### config.mk
export PLATFORM = sky130hd
export DESIGN_NAME = linear_interp_resampler
export DESIGN_NICKNAME = d
export VERILOG_FILES = /design/src/rtl/core/lir_pkg.sv /design/src/rtl/core/linear_interp_resampler.sv /design/src/rtl/core/lir_front.sv /design/src/rtl/core/lir_fifo.sv /design/src/rtl/core/lir_seq.sv /design/src/rtl/core/lir_interp.sv
export VERILOG_INCLUDE_DIRS = /design/src /design/src/rtl/core
export SDC_FILE = /design/constraint.sdc
export NUM_CORES = 2
export LEC_CHECK = 0
export BUFFER_PORTS_ARGS = -buffer_cell sky130_fd_sc_hd__buf_2
export CORE_MARGIN = 1.5
export CORE_UTILIZATION = 60
export CTS_CLUSTER_SIZE = 12
export DETAILED_ROUTE_END_ITERATION = 16
export PLACE_DENSITY = 0.78
export REMOVE_ABC_BUFFERS = 1
export SYNTH_ARGS = -nofsm -noshare
export SYNTH_HDL_FRONTEND = slang
export SYNTH_HIERARCHICAL = 1
export SYNTH_SLANG_ARGS = --single-unit
### constraint.sdc
create_clock -name clk -period 23.9 [get_ports clk]
set_clock_uncertainty 0.05 [all_clocks]
set_input_delay 0 -clock clk [delete_from_list [all_inputs] [get_ports clk]]
set_output_delay 0 -clock clk [all_outputs]
set_load 0.02 [all_outputs]
### src/rtl/core/linear_interp_resampler_assert.svh
// ----------------------------------------------------------------------------
// Resampler assertion macros
// Property wrappers used by the resampler sequencer.
// ----------------------------------------------------------------------------
`ifndef LINEAR_INTERP_RESAMPLER_ASSERT_SVH
`define LINEAR_INTERP_RESAMPLER_ASSERT_SVH

// same-cycle implication
`define LIR_ASSERT_NOW(label, ante, cons) \
  label: assert property (@(posedge clk) disable iff (rst) (ante) |-> (cons)) \
    else $error("lir assertion failed");

// next-cycle implication
`define LIR_ASSERT_NEXT(label, ante, cons) \
  label: assert property (@(posedge clk) disable iff (rst) (ante) |=> (cons)) \
    else $error("lir assertion failed");

`endif

### src/rtl/core/lir_pkg.sv
// ----------------------------------------------------------------------------
// lir_pkg
// Shared types, constants and sample helpers for the resampler.
// ----------------------------------------------------------------------------
`timescale 1ns / 1ps

package lir_pkg;

  localparam int SAMPLE_W  = 32;
  localparam int PHASE_W   = 25;
  localparam int STEP_W    = 24;
  localparam int CHAN_W    = 2;
  localparam int FMT_W     = 2;
  localparam int CFG_IDX_W = 2;
  localparam int MAX_RUN   = 64;
  localparam int RUN_CNT_W = 6;

  localparam logic [FMT_W-1:0] FMT_U8  = 2'd0;
  localparam logic [FMT_W-1:0] FMT_S16 = 2'd1;
  localparam logic [FMT_W-1:0] FMT_S32 = 2'd2;

  localparam logic [CFG_IDX_W-1:0] REG_PHASE_STEP    = 2'd0;
  localparam logic [CFG_IDX_W-1:0] REG_CHANNEL_COUNT = 2'd1;
  localparam logic [CFG_IDX_W-1:0] REG_SAMPLE_FORMAT = 2'd2;

  localparam logic [STEP_W-1:0] STEP_RESET = 24'd65536;
  localparam logic [CHAN_W-1:0] CHAN_MONO  = 2'd1;
  localparam logic [CHAN_W-1:0] CHAN_RESET = 2'd2;
  localparam logic [FMT_W-1:0]  FMT_RESET  = FMT_S16;

  typedef struct packed {
    logic [STEP_W-1:0] phase_step;
    logic [CHAN_W-1:0] channel_count;
    logic [FMT_W-1:0]  sample_format;
  } cfg_t;

  typedef struct packed {
    logic                prime;
    logic [SAMPLE_W-1:0] left;
    logic [SAMPLE_W-1:0] right;
  } frame_t;

  typedef struct packed {
    logic                valid;
    logic                last;
    logic [PHASE_W-1:0]  phase;
    logic [SAMPLE_W-1:0] prev_left;
    logic [SAMPLE_W-1:0] prev_right;
    logic [SAMPLE_W-1:0] cur_left;
    logic [SAMPLE_W-1:0] cur_right;
  } issue_t;

  function automatic logic [SAMPLE_W-1:0] fmt_mask(input logic [FMT_W-1:0] fmt);
    logic [SAMPLE_W-1:0] m;
    case (fmt)
      FMT_U8:  m = 32'h0000_00FF;
      FMT_S16: m = 32'h0000_FFFF;
      default: m = 32'hFFFF_FFFF;
    endcase
    return m;
  endfunction

  function automatic logic signed [SAMPLE_W:0] decode(input logic [SAMPLE_W-1:0] raw,
                                                      input logic [FMT_W-1:0] fmt);
    logic signed [SAMPLE_W:0] v;
    case (fmt)
      FMT_U8:  v = {25'd0, raw[7:0]};
      FMT_S16: v = {{17{raw[15]}}, raw[15:0]};
      default: v = {raw[31], raw};
    endcase
    return v;
  endfunction

endpackage

### src/rtl/core/linear_interp_resampler.sv
// ----------------------------------------------------------------------------
// linear_interp_resampler
// Linear-interpolation sample-rate converter for mono or stereo frames,
// 9.16 fixed-point phase, up to 64 output words per input word.
// ----------------------------------------------------------------------------
//  channel   dir  handshake                 payload
//  s_axis    in   s_axis_tvalid/tready      tdata: sample_left, sample_right
//  m_axis    out  m_axis_tvalid/tready      tdata: out_left, out_right;
//                                           tlast: last_of_run
//  cfg       in   cfg_wr_en                 cfg_index, cfg_wr_data
//
// Each input word takes an idle step in the sequencer, then a run state
// for its output words; priming and dropped (downsampling) words take the
// idle step only. Issued words leave through the five-stage multiply pipeline.
// A two-word frame queue takes input words ahead of the sequencer;
// s_axis_tready drops only while both entries are held.
// Back-pressure on m_axis freezes the sequencer and the whole pipeline.
// Reset is synchronous; config returns to defaults, no clearing pass.
// ----------------------------------------------------------------------------
`timescale 1ns / 1ps

module linear_interp_resampler #(
  parameter int FRAC_BITS = 16
) (
  input  logic                              clk,
  input  logic                              rst,
  input  logic                              s_axis_tvalid,
  output logic                              s_axis_tready,
  input  logic [2*lir_pkg::SAMPLE_W-1:0]    s_axis_tdata,  // sample_left, sample_right
  output logic                              m_axis_tvalid,
  input  logic                              m_axis_tready,
  output logic [2*lir_pkg::SAMPLE_W-1:0]    m_axis_tdata,  // out_left, out_right
  output logic                              m_axis_tlast,
  input  logic                              cfg_wr_en,
  input  logic [lir_pkg::CFG_IDX_W-1:0]     cfg_index,
  input  logic [lir_pkg::STEP_W-1:0]        cfg_wr_data
);

  localparam int SW = lir_pkg::SAMPLE_W;

  lir_pkg::cfg_t   cfg;
  lir_pkg::frame_t push_frame;
  lir_pkg::frame_t head;
  lir_pkg::issue_t issue;
  logic            push;
  logic            pop;
  logic            q_full;
  logic            q_empty;
  logic            adv;
  logic [SW-1:0]   out_left;
  logic [SW-1:0]   out_right;

  always_ff @(posedge clk) begin
    if (rst) begin
      cfg.phase_step    <= lir_pkg::STEP_RESET;
      cfg.channel_count <= lir_pkg::CHAN_RESET;
      cfg.sample_format <= lir_pkg::FMT_RESET;
    end else if (cfg_wr_en) begin
      case (cfg_index)
        lir_pkg::REG_PHASE_STEP:    cfg.phase_step    <= cfg_wr_data;
        lir_pkg::REG_CHANNEL_COUNT: cfg.channel_count <= cfg_wr_data[lir_pkg::CHAN_W-1:0];
        lir_pkg::REG_SAMPLE_FORMAT: cfg.sample_format <= cfg_wr_data[lir_pkg::FMT_W-1:0];
        default:                    cfg <= cfg;
      endcase
    end
  end

  lir_front u_front (
    .clk        (clk),
    .rst        (rst),
    .cfg        (cfg),
    .in_valid   (s_axis_tvalid),
    .in_ready   (s_axis_tready),
    .in_left    (s_axis_tdata[SW-1:0]),
    .in_right   (s_axis_tdata[2*SW-1:SW]),
    .q_full     (q_full),
    .push       (push),
    .push_frame (push_frame)
  );

  lir_fifo u_fifo (
    .clk        (clk),
    .rst        (rst),
    .push       (push),
    .push_frame (push_frame),
    .pop        (pop),
    .full       (q_full),
    .empty      (q_empty),
    .head       (head)
  );

  lir_seq #(
    .FRAC_BITS (FRAC_BITS)
  ) u_seq (
    .clk        (clk),
    .rst        (rst),
    .phase_step (cfg.phase_step),
    .adv        (adv),
    .q_empty    (q_empty),
    .head       (head),
    .pop        (pop),
    .issue      (issue)
  );

  lir_interp #(
    .FRAC_BITS (FRAC_BITS)
  ) u_interp (
    .clk       (clk),
    .rst       (rst),
    .cfg       (cfg),
    .issue     (issue),
    .adv       (adv),
    .out_valid (m_axis_tvalid),
    .out_ready (m_axis_tready),
    .out_left  (out_left),
    .out_right (out_right),
    .out_last  (m_axis_tlast)
  );

  assign m_axis_tdata = {out_right, out_left};

endmodule

### src/rtl/core/lir_front.sv
// ----------------------------------------------------------------------------
// lir_front
// Input side: masks raw samples to the format, zeroes the right channel
// for mono and tags the first word after reset as a priming frame.
// ----------------------------------------------------------------------------
`timescale 1ns / 1ps

module lir_front (
  input  logic                           clk,
  input  logic                           rst,
  input  lir_pkg::cfg_t                  cfg,
  input  logic                           in_valid,
  output logic                           in_ready,
  input  logic [lir_pkg::SAMPLE_W-1:0]   in_left,
  input  logic [lir_pkg::SAMPLE_W-1:0]   in_right,
  input  logic                           q_full,
  output logic                           push,
  output lir_pkg::frame_t                push_frame
);

  logic                         primed;
  logic [lir_pkg::SAMPLE_W-1:0] mask;

  assign mask     = lir_pkg::fmt_mask(cfg.sample_format);
  assign in_ready = !q_full;
  assign push     = in_valid && !q_full;

  always_comb begin
    push_frame.prime = !primed;
    push_frame.left  = in_left & mask;
    push_frame.right = (cfg.channel_count == lir_pkg::CHAN_MONO) ? '0 : (in_right & mask);
  end

  always_ff @(posedge clk) begin
    if (rst) begin
      primed <= 1'b0;
    end else if (push) begin
      primed <= 1'b1;
    end
  end

endmodule

### src/rtl/core/lir_fifo.sv
// ----------------------------------------------------------------------------
// lir_fifo
// Two-entry frame queue between the front end and the sequencer.
// ----------------------------------------------------------------------------
`timescale 1ns / 1ps

module lir_fifo (
  input  logic            clk,
  input  logic            rst,
  input  logic            push,
  input  lir_pkg::frame_t push_frame,
  input  logic            pop,
  output logic            full,
  output logic            empty,
  output lir_pkg::frame_t head
);

  lir_pkg::frame_t entry [2];
  logic            wr_ptr;
  logic            rd_ptr;
  logic [1:0]      count;

  assign full  = (count == 2'd2);
  assign empty = (count == 2'd0);
  assign head  = entry[rd_ptr];

  always_ff @(posedge clk) begin
    if (push) begin
      entry[wr_ptr] <= push_frame;
    end
  end

  always_ff @(posedge clk) begin
    if (rst) begin
      wr_ptr <= 1'b0;
      rd_ptr <= 1'b0;
      count  <= 2'd0;
    end else begin
      if (push) wr_ptr <= ~wr_ptr;
      if (pop)  rd_ptr <= ~rd_ptr;
      case ({push, pop})
        2'b10:   count <= count + 2'd1;
        2'b01:   count <= count - 2'd1;
        default: count <= count;
      endcase
    end
  end

endmodule

### src/rtl/core/lir_seq.sv
// ----------------------------------------------------------------------------
// lir_seq
// Back-end sequencer: holds phase and previous frame, walks each queued frame's
// run, issuing one interpolation per cycle while adv is high and q_empty is low.
// ----------------------------------------------------------------------------
`timescale 1ns / 1ps

module lir_seq #(
  parameter int FRAC_BITS = 16
) (
  input  logic                          clk,
  input  logic                          rst,
  input  logic [lir_pkg::STEP_W-1:0]    phase_step,
  input  logic                          adv,
  input  logic                          q_empty,
  input  lir_pkg::frame_t               head,
  output logic                          pop,
  output lir_pkg::issue_t               issue
);

  localparam int PW = lir_pkg::PHASE_W;
  localparam int CW = lir_pkg::RUN_CNT_W;
  localparam logic [PW-1:0] ONE      = PW'(1) << FRAC_BITS;
  localparam logic [CW-1:0] CNT_LAST = CW'(lir_pkg::MAX_RUN - 1);

  localparam logic S_IDLE = 1'b0;
  localparam logic S_RUN  = 1'b1;

  logic                         state;
  logic [PW-1:0]                phase;
  logic [CW-1:0]                cnt;
  logic [lir_pkg::SAMPLE_W-1:0] prev_left;
  logic [lir_pkg::SAMPLE_W-1:0] prev_right;
  logic [PW-1:0]                step_sum;
  logic                         step_over;
  logic                         run_end;
  logic                         take;

  assign step_sum  = phase + PW'(phase_step);
  assign step_over = (step_sum >= ONE);
  assign run_end   = step_over || (cnt == CNT_LAST);
  assign take      = adv && !q_empty;

  always_comb begin
    pop = 1'b0;
    case (state)
      S_IDLE:  pop = take && (head.prime || (phase >= ONE));
      S_RUN:   pop = take && run_end;
      default: pop = 1'b0;
    endcase
  end

  always_comb begin
    issue.valid      = (state == S_RUN) && take;
    issue.last       = run_end;
    issue.phase      = phase;
    issue.prev_left  = prev_left;
    issue.prev_right = prev_right;
    issue.cur_left   = head.left;
    issue.cur_right  = head.right;
  end

  always_ff @(posedge clk) begin
    if (rst) begin
      state      <= S_IDLE;
      phase      <= '0;
      cnt        <= '0;
      prev_left  <= '0;
      prev_right <= '0;
    end else if (take) begin
      case (state)
        S_IDLE: begin
          cnt <= '0;
          if (head.prime) begin
            prev_left  <= head.left;
            prev_right <= head.right;
          end else if (phase >= ONE) begin
            phase      <= phase - ONE;
            prev_left  <= head.left;
            prev_right <= head.right;
          end else begin
            state <= S_RUN;
          end
        end
        S_RUN: begin
          cnt <= cnt + CW'(1);
          if (run_end) begin
            phase      <= step_over ? (step_sum - ONE) : '0;
            prev_left  <= head.left;
            prev_right <= head.right;
            state      <= S_IDLE;
          end else begin
            phase <= step_sum;
          end
        end
        default: state <= S_IDLE;
      endcase
    end
  end

`include "linear_interp_resampler_assert.svh"

  `LIR_ASSERT_NOW(a_issue_in_run, issue.valid, state == S_RUN)
  `LIR_ASSERT_NEXT(a_last_to_idle, issue.valid && issue.last, state == S_IDLE)
  `LIR_ASSERT_NOW(a_pop_nonempty, pop, !q_empty)

endmodule

### src/rtl/core/lir_interp.sv
// ----------------------------------------------------------------------------
// lir_interp
// Five-stage interpolation pipeline, both channels side by side: decode,
// magnitude, split multiply, sum and shift, signed add into the output word.
// ----------------------------------------------------------------------------
`timescale 1ns / 1ps

module lir_interp #(
  parameter int FRAC_BITS = 16
) (
  input  logic                          clk,
  input  logic                          rst,
  input  lir_pkg::cfg_t                 cfg,
  input  lir_pkg::issue_t               issue,
  output logic                          adv,
  output logic                          out_valid,
  input  logic                          out_ready,
  output logic [lir_pkg::SAMPLE_W-1:0]  out_left,
  output logic [lir_pkg::SAMPLE_W-1:0]  out_right,
  output logic                          out_last
);

  localparam int SW = lir_pkg::SAMPLE_W;
  localparam int HW = SW / 2;
  localparam int PPW = HW + FRAC_BITS;
  localparam int SUMW = SW + FRAC_BITS;

  logic [SW-1:0] prev_raw [2];
  logic [SW-1:0] cur_raw  [2];

  logic                 v_a, v_b, v_c, v_d, v_e;
  logic                 last_a, last_b, last_c, last_d;
  logic [FRAC_BITS-1:0] frac_a, frac_b;

  logic signed [SW:0]   a_a [2];
  logic signed [SW:0]   d_a [2];
  logic signed [SW:0]   a_b [2];
  logic [SW-1:0]        mag_b [2];
  logic                 neg_b [2];
  logic signed [SW:0]   a_c [2];
  logic [PPW-1:0]       pp_lo_c [2];
  logic [PPW-1:0]       pp_hi_c [2];
  logic                 neg_c [2];
  logic signed [SW:0]   a_d [2];
  logic [SW-1:0]        q_d [2];
  logic                 neg_d [2];
  logic [SW-1:0]        res_e [2];

  logic [SUMW-1:0]      prod_sum [2];
  logic [SW:0]          fin_sum [2];
  logic [SW-1:0]        mask;

  assign adv   = !v_e || out_ready;
  assign mask  = lir_pkg::fmt_mask(cfg.sample_format);

  assign prev_raw[0] = issue.prev_left;
  assign prev_raw[1] = issue.prev_right;
  assign cur_raw[0]  = issue.cur_left;
  assign cur_raw[1]  = issue.cur_right;

  always_comb begin
    for (int ch = 0; ch < 2; ch++) begin
      prod_sum[ch] = {pp_hi_c[ch], HW'(0)} + SUMW'(pp_lo_c[ch]);
      fin_sum[ch]  = neg_d[ch] ? (a_d[ch] - $signed({1'b0, q_d[ch]}))
                               : (a_d[ch] + $signed({1'b0, q_d[ch]}));
    end
  end

  always_ff @(posedge clk) begin
    if (rst) begin
      v_a <= 1'b0;
      v_b <= 1'b0;
      v_c <= 1'b0;
      v_d <= 1'b0;
      v_e <= 1'b0;
    end else if (adv) begin
      v_a <= issue.valid;
      v_b <= v_a;
      v_c <= v_b;
      v_d <= v_c;
      v_e <= v_d;
    end
  end

  always_ff @(posedge clk) begin
    if (adv) begin
      last_a   <= issue.last;
      frac_a   <= issue.phase[FRAC_BITS-1:0];
      last_b   <= last_a;
      frac_b   <= frac_a;
      last_c   <= last_b;
      last_d   <= last_c;
      out_last <= last_d;
      for (int ch = 0; ch < 2; ch++) begin
        a_a[ch]     <= lir_pkg::decode(prev_raw[ch], cfg.sample_format);
        d_a[ch]     <= lir_pkg::decode(cur_raw[ch], cfg.sample_format)
                       - lir_pkg::decode(prev_raw[ch], cfg.sample_format);
        a_b[ch]     <= a_a[ch];
        neg_b[ch]   <= d_a[ch][SW];
        mag_b[ch]   <= d_a[ch][SW] ? SW'(-d_a[ch]) : d_a[ch][SW-1:0];
        a_c[ch]     <= a_b[ch];
        neg_c[ch]   <= neg_b[ch];
        pp_lo_c[ch] <= mag_b[ch][HW-1:0] * frac_b;
        pp_hi_c[ch] <= mag_b[ch][SW-1:HW] * frac_b;
        a_d[ch]     <= a_c[ch];
        neg_d[ch]   <= neg_c[ch];
        q_d[ch]     <= prod_sum[ch][FRAC_BITS +: SW];
        res_e[ch]   <= fin_sum[ch][SW-1:0] & mask;
      end
    end
  end

  assign out_valid = v_e;
  assign out_left  = res_e[0];
  assign out_right = (cfg.channel_count == lir_pkg::CHAN_MONO) ? '0 : res_e[1];

endmodule

==> results_dict.tcl <==
set metrics [dict create \
    clock_power_share_pct 17.2 \
    final.period_utilization_pct 30.3 \
    total_leakage_power_uw 0.0396 \
    placed_area_sq_um 79800 \
    ant_nets 0 \
    antenna_found_initial 14 \
    power.net_switching_uw 3830 \
    ys_warn_count 6 \
    num_io_pins 162 \
    vias_per_cell 5.69 \
    power.density_nw_per_um2 107 \
    hpwl_mm 132 \
    cts_sinks 918 \
    synthCells 7559 \
    status "finished clean" \
    critical_path.slowest_cell "buf_4" \
    power.internal_uw 5190 \
    cpPeakStageDelay_ps 650 \
    final_area_sq_um 84700 \
    drive_above_1_share_pct 6.25 \
    path_buf_inv 4 \
    yosysTopAreaCell "edfxtp_1" \
    synth-edff-count 783 \
    cp-end-kind "register" \
    crit_type "reg2reg" \
    crit_path_start_kind "register" \
    hold_class "in2reg" \
    arrival_ps 7690 \
    required_ps 24350 \
    clk_pin_slew_ps 60 \
    setup_viol 0 \
    synth-seq-cells 918 \
    synth_cell_types 103 \
    maxSlewViolCount 0 \
    clock_latency_ps 750 \
    wl_per_cell_microns 19.3 \
    switching_share_pct 42.5 \
    drc 0 \
    core_area_sq_um 130000 \
    h-tree-depth 3 \
    initial_core_util_pct 60.6 \
    grt-ovfl-total 0 \
    grt_pass1_vias 55800 \
    cts_buffer_depth 3 \
    dp.cells 9096 \
    synthTopCellsByArea "edfxtp_1 (30%), fa_1 (20%), ha_1 (9.6%), inv_1 (5.2%), and2_1 (4.5%)" \
    maxCapViolations 0 \
    pwr-share-seq_pct 34.5 \
    finalHoldViolations 0 \
    die_w_microns 365 \
    synth_top_area_share_pct 29.9 \
    cts_tree "done" \
    tns_ps 0 \
    area_growth_pct 7.83 \
    syn_avg_cell_area_sq_um 10.4 \
    cts_setup_buffers 0 \
    cts_buffers 101 \
    hold_ws_ps 48.6 \
    max_clock_freq_ghz 0.138 \
    relSlewSlack_pct 21.9 \
    path_cells "buf_4 > nand2_1 > fa_1 > fa_1 > fa_1 > fa_1 > inv_1 > fa_1 > inv_1 > fa_1 > inv_1 > ha_1 > and3_1 > nand3_1 > nor3_1 > or2_2 > o211ai_1 > o21ai_0 > a221oi_2 > o31a_1 > o21ai_0 > xor2_1" \
    numPortBuffers 161 \
    gp_congestion 0.916 \
    routed_wl_mm 182 \
    irDropWorstVdd_mv 0.111 \
    cts_root_buffer "clkbuf_16" \
    nets 9091 \
    grt_pass1_wl_mm 292 \
    grt_max_degree 173 \
    crit_path_frequent_cell "fa_1" \
    comb_power_share_pct 48.2 \
    synthFlopType "edfxtp_1" \
    rrSetupSlack_ps 16650 \
    ys_seq_area_share_pct 33.4 \
    fin_crit_ps 7250 \
    synth_area_sq_um 78500 \
    worstMarginPinSlew_ps 1160 \
    cpLargestDelayFamily "adder cells" \
    vias 53700 \
    drt_pass1_iterations 6 \
    die_h_microns 365 \
    drt-initial-drc-count 4162 \
    die-area_sq_um 133000 \
    cp_max_fo 64 \
    instances_no_fill 9444 \
    async_reset_ff_share_pct 0 \
    grt_usage_pct 27.9 \
    rows 132 \
    rsz0062_at_grt "no" \
]
## Yosys cell counts, types with 31 or more instances
master and number:
inv_1 1086, edfxtp_1 783, fa_1 781, nand2_1 730, ha_1 602, and2_1 570, a21oi_1 339, xnor2_1 294
nor2_1 283, clkbuf_1 264, nand2b_1 230, o21ai_0 163, a21o_1 136, dfxtp_1 135, buf_4 114, mux2i_1 102
xor2_1 94, nand3_1 74, mux2_2 66, nor3_1 63, nor2b_1 56, o21a_1 50, and3_1 47, nand4_1 41
o31ai_1 34, a211oi_1 32, a31oi_1 31
## power groups by stage
stage	combinational [uW]	sequential [uW]	clock (uW)
after floorplan	3300	2850	0
after global placement	4170	3100	0
after detailed placement	4250	3130	0
after CTS	4310	3100	1590
after global routing	4820	3170	1650
final	4350	3120	1560
## kinds of logic after synthesis
| family | after synthesis | share of synthesized area (%) |
|---|---|---|
| AO/OA/AOI/OAI | 990 | 8.16 |
| XOR/XNOR | 389 | 4.35 |
| adder cells (fa/ha/maj) | 1383 | 29.5 |
| buffers and inverters | 1497 | 7.86 |
| flip-flops | 918 | 33.4 |
| multiplexers | 168 | 2.25 |
| AND/OR/NAND/NOR | 2214 | 14.5 |
## state kept, by name, summed over array words and instances (netlist names), 6 cells and up, named ones only
| name | flops |
|---|---|
| u_interp/a_c | 64 |
| u_seq/phase | 25 |
| u_interp/q_d | 64 |
| u_interp/frac_a | 16 |
| u_seq/prev_left | 32 |
| u_interp/a_d | 64 |
| u_interp/a_a | 64 |
| u_interp/mag_b | 64 |
| u_interp/frac_b | 16 |
| u_fifo/entry | 130 |
| u_seq/cnt | 6 |
| u_interp/pp_lo_c | 32 |
| u_interp/a_b | 64 |
| u_interp/d_a | 66 |
| cfg | 28 |
| u_interp/pp_hi_c | 64 |
| u_seq/prev_right | 32 |
| u_interp/res_e | 64 |
## area by class of cell
| cell class | instances | area [sq um] |
|---|---|---|
| clock buffer | 145 | 2790 |
| inverter | 1088 | 4080 |
| fill | 9939 | 45000 |
| clock inverter | 45 | 520 |
| sequential | 918 | 26200 |
| antenna | 2 | 5.00 |
| timing repair buffer | 360 | 2710 |
| tap | 1742 | 2180 |
| multi-input combinational | 5144 | 46200 |
## worst reg2reg max path: cells and delay by family (launching register included)
kind	cells	cell delay (ps)
adder cells (fa/ha/maj)	7	3400
AND/OR/NAND/NOR	5	840
flip-flops	1	330
AO/OA/AOI/OAI	5	1390
buffers and inverters	4	790
XOR/XNOR	1	170
## per-layer routing
metal  vias to the layer above  part of all wire [%]  global-route usage [%]
li1                      24800                     -                       -
met1                     26500                    42                    37.8
met2                      2050                    46                    45.2
met3                       374                   8.6                    5.43
met4                         4                   3.0                    9.44
met5                         -                 0.012                       0
## layout by cell type (no fill, tap or decap), types with 66 or more instances in the layout
| cell type | instances |
|---|---|
| a21o_1 | 136 |
| nand2_1 | 730 |
| mux2i_1 | 102 |
| mux2_2 | 66 |
| o21ai_0 | 163 |
| nand2b_1 | 229 |
| xnor2_1 | 294 |
| a21oi_1 | 339 |
| nor2_1 | 281 |
| dfxtp_1 | 133 |
| xor2_1 | 94 |
| edfxtp_1 | 783 |
| ha_1 | 602 |
| inv_1 | 1086 |
| nand3_1 | 74 |
| and2_1 | 569 |
| fa_1 | 781 |
| clkbuf_16 | 102 |
| dlygate4sd3_1 | 156 |
| buf_2 | 160 |
## repair_timing
action / 4_1_cts / 5_1_grt
hold buffers: 156 / 0
hold endpoints to repair: 209 / 0
gates resized for setup: 0 / 0
## metrics by stage
step	util [%]	setup slack (ps)	total power, uW
after floorplan	-	3990	6150
after global placement	61.5	16880	7270
after detailed placement	61.5	16720	7380
after CTS	65.3	16740	9000
after global routing	65.3	16330	9640
final	65.3	16650	9030
## worst paths after layout
| check | start | cells past startpoint | endpoint |
|---|---|---|---|
| max | u_interp/frac_b[1] | 22 | u_interp/pp_hi_c[0][28] |
| min | s_axis_tdata[39] | 3 | u_fifo/entry[1][7] |
| max reg2reg | u_interp/frac_b[1] | 22 | u_interp/pp_hi_c[0][28] |
| min reg2reg | u_interp/a_c[0][14] | 0 | u_interp/a_d[0][14] |
(Power assumes the default switching activity.)
